<file path="src/hdl/albd_pkg.sv">
// ----------------------------------------------------------------------------
// albd_pkg
// Types, constants and helpers shared by the ladder button decoder.
// ----------------------------------------------------------------------------
package albd_pkg;

    localparam int MAX_BUTTONS = 6;
    localparam int SAMPLE_W    = 10;
    localparam int TIME_W      = 32;
    localparam int BTN_W       = 3;
    localparam int BCOUNT_W    = 3;
    localparam int LEVELS_W    = MAX_BUTTONS * SAMPLE_W;
    localparam int CFG_IDX_W   = 2;
    localparam int CFG_DATA_W  = LEVELS_W;

    localparam logic [CFG_IDX_W-1:0] REG_THRESHOLD = 2'd0;
    localparam logic [CFG_IDX_W-1:0] REG_COUNT     = 2'd1;
    localparam logic [CFG_IDX_W-1:0] REG_LEVELS    = 2'd2;

    localparam logic [SAMPLE_W-1:0] THRESHOLD_RESET = 10'd30;

    localparam logic [TIME_W-1:0]   IDLE_PERIOD_MS   = 32'd40;
    localparam logic [TIME_W-1:0]   BOUNCE_PERIOD_MS = 32'd5;
    localparam logic [TIME_W-1:0]   LOCKOUT_MS       = 32'd150;
    localparam logic [TIME_W-1:0]   RETRIGGER_MS     = 32'd300;
    localparam logic [BCOUNT_W-1:0] BOUNCE_SAMPLES   = 3'd4;

    localparam logic [1:0] EV_NONE    = 2'd0;
    localparam logic [1:0] EV_PRESS   = 2'd1;
    localparam logic [1:0] EV_HOLD    = 2'd2;
    localparam logic [1:0] EV_RELEASE = 2'd3;

    typedef struct packed {
        logic [TIME_W-1:0]   now_ms;
        logic                sample_ready;
        logic [SAMPLE_W-1:0] sample;
        logic                suppress_release;
    } item_t;

    typedef struct packed {
        logic [1:0]        event_kind;
        logic [BTN_W-1:0]  button_index;
        logic [TIME_W-1:0] duration_ms;
        logic              is_down;
        logic              was_down;
    } result_t;

    typedef struct packed {
        logic             hit;
        logic [BTN_W-1:0] idx;
    } match_t;

    function automatic logic [SAMPLE_W-1:0] abs_diff(
        input logic [SAMPLE_W-1:0] a,
        input logic [SAMPLE_W-1:0] b
    );
        logic [SAMPLE_W-1:0] r;
        if (a >= b)
        begin
            r = a - b;
        end
        else
        begin
            r = b - a;
        end
        return r;
    endfunction

endpackage

</file>
<file path="src/hdl/albd_match.sv">
// ----------------------------------------------------------------------------
// albd_match
// Parallel window compare against the ladder levels, lowest index wins.
// ----------------------------------------------------------------------------
module albd_match (
    input  logic [albd_pkg::SAMPLE_W-1:0] sample,
    input  logic [albd_pkg::SAMPLE_W-1:0] threshold,
    input  logic [albd_pkg::BTN_W-1:0]    button_count,
    input  logic [albd_pkg::LEVELS_W-1:0] levels,
    output albd_pkg::match_t              match
);
    import albd_pkg::*;

    logic [BTN_W-1:0] count_clamped;

    assign count_clamped = (button_count > BTN_W'(MAX_BUTTONS)) ? BTN_W'(MAX_BUTTONS)
                                                                 : button_count;

    always_comb
    begin
        match.hit = 1'b0;
        match.idx = '0;
        for (int i = MAX_BUTTONS - 1; i >= 0; i--)
        begin
            if ((BTN_W'(i) < count_clamped) &&
                (abs_diff(sample, levels[i*SAMPLE_W +: SAMPLE_W]) < threshold))
            begin
                match.hit = 1'b1;
                match.idx = BTN_W'(i);
            end
        end
    end

endmodule

</file>
<file path="src/hdl/albd_core.sv">
// ----------------------------------------------------------------------------
// albd_core
// Decoder state: sample gating, debounce, press/hold/release and lockout.
// ----------------------------------------------------------------------------
module albd_core (
    input  logic                          clk,
    input  logic                          rst_n,
    input  logic                          step,
    input  albd_pkg::item_t               item,
    input  logic [albd_pkg::SAMPLE_W-1:0] threshold,
    input  albd_pkg::match_t              match,
    output albd_pkg::result_t             result
);
    import albd_pkg::*;

    logic                pressed_reg, pressed_next;
    logic                prev_flag;
    logic [BCOUNT_W-1:0] bcount_reg, bcount_next;
    logic [TIME_W-1:0]   last_time_reg, last_time_next;
    logic [SAMPLE_W-1:0] last_val_reg, last_val_next;
    logic [BTN_W-1:0]    active_reg, active_next;
    logic [TIME_W-1:0]   press_time_reg, press_time_next;
    logic [TIME_W-1:0]   release_time_reg, release_time_next;
    logic                armed_reg, armed_next;

    logic [TIME_W-1:0]   since_sample;
    logic [TIME_W-1:0]   since_press;
    logic [TIME_W-1:0]   since_release;
    logic                gated;
    logic                changed;
    logic [BCOUNT_W-1:0] bcount_eff;
    logic [1:0]          kind;
    logic [TIME_W-1:0]   dur;

    assign since_sample  = item.now_ms - last_time_reg;
    assign since_press   = item.now_ms - press_time_reg;
    assign since_release = item.now_ms - release_time_reg;
    assign gated   = (bcount_reg == '0) ? (since_sample < IDLE_PERIOD_MS)
                                        : (since_sample < BOUNCE_PERIOD_MS);
    assign changed    = abs_diff(item.sample, last_val_reg) > threshold;
    assign bcount_eff = changed ? BCOUNT_W'(1) : bcount_reg;

    // was_down is rebuilt from the pressed state on every tick, and cleared on a suppressed release
    always_comb
    begin
        pressed_next      = pressed_reg;
        prev_flag         = pressed_reg;
        bcount_next       = bcount_reg;
        last_time_next    = last_time_reg;
        last_val_next     = last_val_reg;
        active_next       = active_reg;
        press_time_next   = press_time_reg;
        release_time_next = release_time_reg;
        armed_next        = armed_reg | item.suppress_release;
        kind              = EV_NONE;
        dur               = '0;

        if (!gated && item.sample_ready)
        begin
            last_time_next = item.now_ms;
            last_val_next  = item.sample;
            if (bcount_eff < BOUNCE_SAMPLES)
            begin
                bcount_next = bcount_eff + BCOUNT_W'(1);
            end
            else
            begin
                bcount_next = '0;
                if (match.hit)
                begin
                    if (since_release < LOCKOUT_MS)
                    begin
                        kind = EV_NONE;
                    end
                    else if (((active_reg != match.idx) && (since_press < RETRIGGER_MS))
                             || !pressed_reg)
                    begin
                        active_next     = match.idx;
                        pressed_next    = 1'b1;
                        press_time_next = item.now_ms;
                        kind            = EV_PRESS;
                        dur             = since_release;
                    end
                    else
                    begin
                        kind = EV_HOLD;
                        dur  = since_press;
                    end
                end
                else if (pressed_reg)
                begin
                    pressed_next      = 1'b0;
                    release_time_next = item.now_ms;
                    if (armed_next)
                    begin
                        prev_flag  = 1'b0;
                        armed_next = 1'b0;
                    end
                    else
                    begin
                        kind = EV_RELEASE;
                        dur  = since_press;
                    end
                end
            end
        end

        result.event_kind   = kind;
        result.button_index = active_next;
        result.duration_ms  = dur;
        result.is_down      = pressed_next;
        result.was_down     = prev_flag;
    end

    always_ff @(posedge clk or negedge rst_n)
    begin
        if (!rst_n)
        begin
            pressed_reg      <= 1'b0;
            bcount_reg       <= '0;
            last_time_reg    <= '0;
            last_val_reg     <= '0;
            active_reg       <= '0;
            press_time_reg   <= '0;
            release_time_reg <= '0;
            armed_reg        <= 1'b0;
        end
        else if (step)
        begin
            pressed_reg      <= pressed_next;
            bcount_reg       <= bcount_next;
            last_time_reg    <= last_time_next;
            last_val_reg     <= last_val_next;
            active_reg       <= active_next;
            press_time_reg   <= press_time_next;
            release_time_reg <= release_time_next;
            armed_reg        <= armed_next;
        end
    end

endmodule

</file>
<file path="src/hdl/analog_ladder_button_decoder.sv">
// ----------------------------------------------------------------------------
// analog_ladder_button_decoder
// Path: an item is held in the input reg, then moves to the result reg once that is free.
// Throughput: one item per cycle while result_ready is high; the result register frees as it transfers.
// State update and level match are combinational between the two registers.
// Reset: asynchronous, clears state and config (threshold 30, no levels).
// ----------------------------------------------------------------------------
module analog_ladder_button_decoder (
    input  logic                            clk,
    input  logic                            rst_n,
    input  logic                            item_valid,
    output logic                            item_ready,
    input  albd_pkg::item_t                 item,
    output logic                            result_valid,
    input  logic                            result_ready,
    output albd_pkg::result_t               result,
    input  logic                            cfg_write,
    input  logic [albd_pkg::CFG_IDX_W-1:0]  cfg_index,
    input  logic [albd_pkg::CFG_DATA_W-1:0] cfg_data
);
    import albd_pkg::*;

    logic [SAMPLE_W-1:0] threshold_reg;
    logic [BTN_W-1:0]    count_reg;
    logic [LEVELS_W-1:0] levels_reg;

    logic    stage_valid_reg;
    item_t   stage_reg;
    logic    result_valid_reg;
    result_t result_reg;
    result_t result_next;
    match_t  match;
    logic    advance;

    assign advance    = stage_valid_reg && (!result_valid_reg || result_ready);
    assign item_ready = !stage_valid_reg || advance;

    always_ff @(posedge clk or negedge rst_n)
    begin
        if (!rst_n)
        begin
            threshold_reg <= THRESHOLD_RESET;
            count_reg     <= '0;
            levels_reg    <= '0;
        end
        else if (cfg_write)
        begin
            case (cfg_index)
                REG_THRESHOLD: threshold_reg <= cfg_data[SAMPLE_W-1:0];
                REG_COUNT:     count_reg     <= cfg_data[BTN_W-1:0];
                REG_LEVELS:    levels_reg    <= cfg_data[LEVELS_W-1:0];
                default:       ;
            endcase
        end
    end

    always_ff @(posedge clk or negedge rst_n)
    begin
        if (!rst_n)
        begin
            stage_valid_reg  <= 1'b0;
            result_valid_reg <= 1'b0;
        end
        else
        begin
            if (item_ready)
            begin
                stage_valid_reg <= item_valid;
            end
            if (advance)
            begin
                result_valid_reg <= 1'b1;
            end
            else if (result_ready)
            begin
                result_valid_reg <= 1'b0;
            end
        end
    end

    always_ff @(posedge clk)
    begin
        if (item_valid && item_ready)
        begin
            stage_reg <= item;
        end
        if (advance)
        begin
            result_reg <= result_next;
        end
    end

    albd_match u_match (
        .sample       (stage_reg.sample),
        .threshold    (threshold_reg),
        .button_count (count_reg),
        .levels       (levels_reg),
        .match        (match)
    );

    albd_core u_core (
        .clk       (clk),
        .rst_n     (rst_n),
        .step      (advance),
        .item      (stage_reg),
        .threshold (threshold_reg),
        .match     (match),
        .result    (result_next)
    );

    assign result_valid = result_valid_reg;
    assign result       = result_reg;

    a_stage_to_result: assert property (@(posedge clk) disable iff (!rst_n)
        advance |=> result_valid)
        else $error("staged item did not reach the result register");

    a_press_down: assert property (@(posedge clk) disable iff (!rst_n)
        (result_valid && result.event_kind == EV_PRESS)
            |-> (result.is_down && result.button_index < BTN_W'(MAX_BUTTONS)))
        else $error("press without a valid pressed button");

    a_release_state: assert property (@(posedge clk) disable iff (!rst_n)
        (result_valid && result.event_kind == EV_RELEASE)
            |-> (!result.is_down && result.was_down))
        else $error("release with inconsistent pressed state");

    a_hold_state: assert property (@(posedge clk) disable iff (!rst_n)
        (result_valid && result.event_kind == EV_HOLD)
            |-> (result.is_down && result.was_down))
        else $error("hold while not pressed");

endmodule
</file>
<file path="config.mk">
export PLATFORM = sky130hd
export DESIGN_NAME = analog_ladder_button_decoder
export DESIGN_NICKNAME = d
export VERILOG_FILES = /design/src/hdl/albd_pkg.sv /design/src/hdl/albd_match.sv /design/src/hdl/albd_core.sv /design/src/hdl/analog_ladder_button_decoder.sv
export SDC_FILE = /design/constraint.sdc
export NUM_CORES = 1
export LEC_CHECK = 0
export BUFFER_PORTS_ARGS = -buffer_cell sky130_fd_sc_hd__buf_4
export CAP_MARGIN = 40
export CORE_UTILIZATION = 50
export CTS_BUF_LIST = sky130_fd_sc_hd__clkbuf_16
export DETAILED_ROUTE_END_ITERATION = 10
export PLACE_DENSITY = 0.77
export SKIP_CTS_REPAIR_TIMING = 1
export SLEW_MARGIN = 30
export SYNTH_ARGS = -nofsm -noshare
export SYNTH_HDL_FRONTEND = slang
export SYNTH_SLANG_ARGS = --single-unit
</file>
<file path="constraint.sdc">
create_clock -name clk -period 9.4 [get_ports clk]
set_clock_uncertainty 0.15 [all_clocks]
set_input_delay 0.47 -clock clk [delete_from_list [all_inputs] [get_ports clk]]
set_output_delay 0.47 -clock clk [all_outputs]
set_load 0.01 [all_outputs]
</file>
==> results.md <==
* Placer congestion estimate at just under 1
* Req. time, crit path at around 9500 ps
* Post-synthesis mux area share at a little over a tenth
* Most frequent cells in the layout: 291 x ha_1, 263 x inv_1, 218 x a21oi_1
* FFs w/ async S/R, synth at 69.5%
* Post-route insts no fill at approximately 3400
* Largest net degree at the start of global routing at 66
* Worst VDD drop at roughly 150 µV
* Synth Area in XOR/XNOR at 4.07%
* CP max stage delay at between 600 and 700 ps
* Slew Limit Fails at 0
* # DRC at 0
* Leakage at 12.7 nW
* Final nets at roughly 3200
* GR Util All Layers at approximately 28%
* Max reg flops at 60
* Hold WC Path Type: input pin to flip-flop
* Commonest non-fill, non-tap cell in the layout: ha_1
* Post-Synth Simple-Gate Area at a little under an eighth
* Clk root buf: clkbuf_16
* Via count at 21118
* Final antenna-violating net count at 0
* Seq/Total Area, Yosys at between 30 and 40%
* Row count at 80
* Cell variety after synth at 96
* Core Util, Final at 58.7%
* Post-synth EDFFs at 83
* WS Path Type: flip-flop to flip-flop
* Logic pwr share at a little under three fifths
* Syn Std Cell Area at between 20000 and 25000 µm²
* Clk buf depth at 3
* I/O pin count at around 150
* Vias in the first global route at roughly 20000
* Fmax at approximately 120 MHz
* Synth Area in Compound Gates at about a fifth
* Post-DP HPWL at between 50 and 60 mm
* Share of cells above drive strength 1 at between 15 and 20%
* YS warnings at 0
* Switch Pwr at about 2.7 mW
* Internal power at 3.60 mW
* Syn nets at slightly below 3000
* H-tree levels at 1
* Iter 0 DRT Violations at about 1800
* Placed insts at about 3300
* Post-synthesis register bit count at roughly 270
* DR vias/cell at 6.14
* Clock sink count at roughly 270
* Synth Area in Adders at around 17%
* Final WL at between 70 and 80 mm
* CTS Buf Count at 31
* Final setup vio count at 0
* Fin area at about 28000 µm²
* Seq pwr share at 25.6%
* DR WL/cell at 21.2 µm
* Final min period at 8180 ps
* Crit. End Element: flip-flop
* Clk slew on worst S/H paths at 60 ps
* Worst path most repeated cell: o21ai_0
* Critical path launch point type: flip-flop
* Area of the core at roughly 48000 µm²
* Initial Util at between 50 and 60%
* MaxCap Viol Count at 0
* Die Ht at 221 µm
* Aggregate negative setup slack at 0 ps
* Drt first pass iters at 5
* Clock share of power at a little under a fifth
* Total power at 6.31 mW
* Clk_lat worst skew at approximately 600 ps
* Full die area at slightly below 50000 µm²
* Status: finished clean
* Initial antenna violation count at 1
* RSZ-0062 raised after global routing: false
* Setup ws final at approximately 1200 ps
* Top_reg_cell synth: dfrtp_1
* Die Wd at about 220 µm
* WP data arrival at 8310 ps
* Worst-path maximum fanout at 33
* Port buffer count at 151
* GR Overflow Total at 0
* Syn Area/Cell at about 9.4 µm²
* Placed Area at 25800 µm²
* Mapped Cells at roughly 2600
* Area delta synth->final at 16.2%
* TritonCTS clock tree: built
* Main combinational cell family by area after synthesis: compound AO/OA/AOI/OAI gates
* Max_slew headroom at 39.4%
* Global-route wire length before repair at 110 mm
* Dpl ws at 1390 ps
* Switching Share at a little over two fifths
* Power per cell area at 226 nW/µm²
* Period utilisation layout at approximately 87%
* Final Hold Vio Count at 0
* Slowest-stage cell, CP: a2bb2oi_4
* Hold_ws at 29.6 ps
* Worst-Margin Slew at 901 ps
## cell families after synthesis
group                      after synthesis
AOI/OAI and AO/OA                      770
xor gates and xnor gates               112
adders and majority gates              308
buffers and inverters                  340
DFF                                    272
muxes                                  230
and+or+nand+nor                        534
## per-layer routing
layer	GRT usage, %	share of wire, %	vias up
li1	-	-	9912
met1	41.1	45	10196
met2	43.1	44	861
met5	0	0	-
met3	4.57	7.8	149
met4	8.29	3.1	0
## worst paths after layout
check | from | to | slack (ps) | depth (start not counted)
min in group asynchronous | rst_n | u_core.release_time_reg[30] | 250 | 2
worst min register to register | u_core.last_time_reg[0] | u_core.last_time_reg[0] | 350 | 2
max in group asynchronous | rst_n | levels_reg[23] | 7260 | 6
worst max register to register | stage_reg[1] | result[18] | 1220 | 28
worst max-delay path | stage_reg[1] | result[18] | 1220 | 28
worst min-delay path | result_ready | result_valid | 30 | 3
## critical path: cells and delay by family (launching register included)
family | cells | cell delay, ps
xor+xnor | 1 | 140
compound gates | 16 | 4380
flops | 1 | 580
fa+ha+maj | 3 | 900
mux | 1 | 300
simple gates | 4 | 710
buf+inv | 3 | 660
## synth_stat cells, types with 35 or more instances
| cell type | number | share of area, % |
|---|---|---|
| nand2_1 | 133 | 2.1 |
| o21ai_0 | 121 | 2.5 |
| a21oi_1 | 218 | 4.5 |
| clkbuf_1 | 40 | 0.62 |
| a211oi_1 | 35 | 1.1 |
| inv_1 | 261 | 4.1 |
| a21o_1 | 83 | 2.6 |
| dfrtp_1 | 185 | 19 |
| nor3_1 | 46 | 0.96 |
| mux2_2 | 147 | 6.9 |
| edfxtp_1 | 83 | 10 |
| nor2_1 | 108 | 1.7 |
| nand3_1 | 52 | 1.1 |
| mux2i_1 | 52 | 2.2 |
| o21bai_1 | 46 | 1.4 |
| xor2_1 | 37 | 1.3 |
| xnor2_1 | 75 | 2.7 |
| ha_1 | 291 | 15 |
## power groups by stage
| stage | Sequential [mW] | Combinational, mW | Clock (mW) |
|---|---|---|---|
| 2_1_floorplan | 1.57 | 2.49 | 0 |
| 3_3_place_gp | 1.62 | 3.24 | 0 |
| 3_5_place_dp | 1.63 | 3.33 | 0 |
| 4_1_cts | 1.61 | 3.36 | 1.23 |
| 5_1_grt | 1.64 | 3.81 | 1.28 |
| 6_report | 1.61 | 3.48 | 1.21 |
## layout make-up
type                            instances  area (µm²)
Fill cell                            3988       19700
Timing Repair Buffer                  281        2440
Antenna cell                            1        2.50
Multi-Input combinational cell       1954       15500
Clock buffer                           31         776
Sequential cell                       272        7230
Tap cell                              615         769
Clock inverter                         27         230
Inverter                              261         980
(Power assumes the default switching activity.)
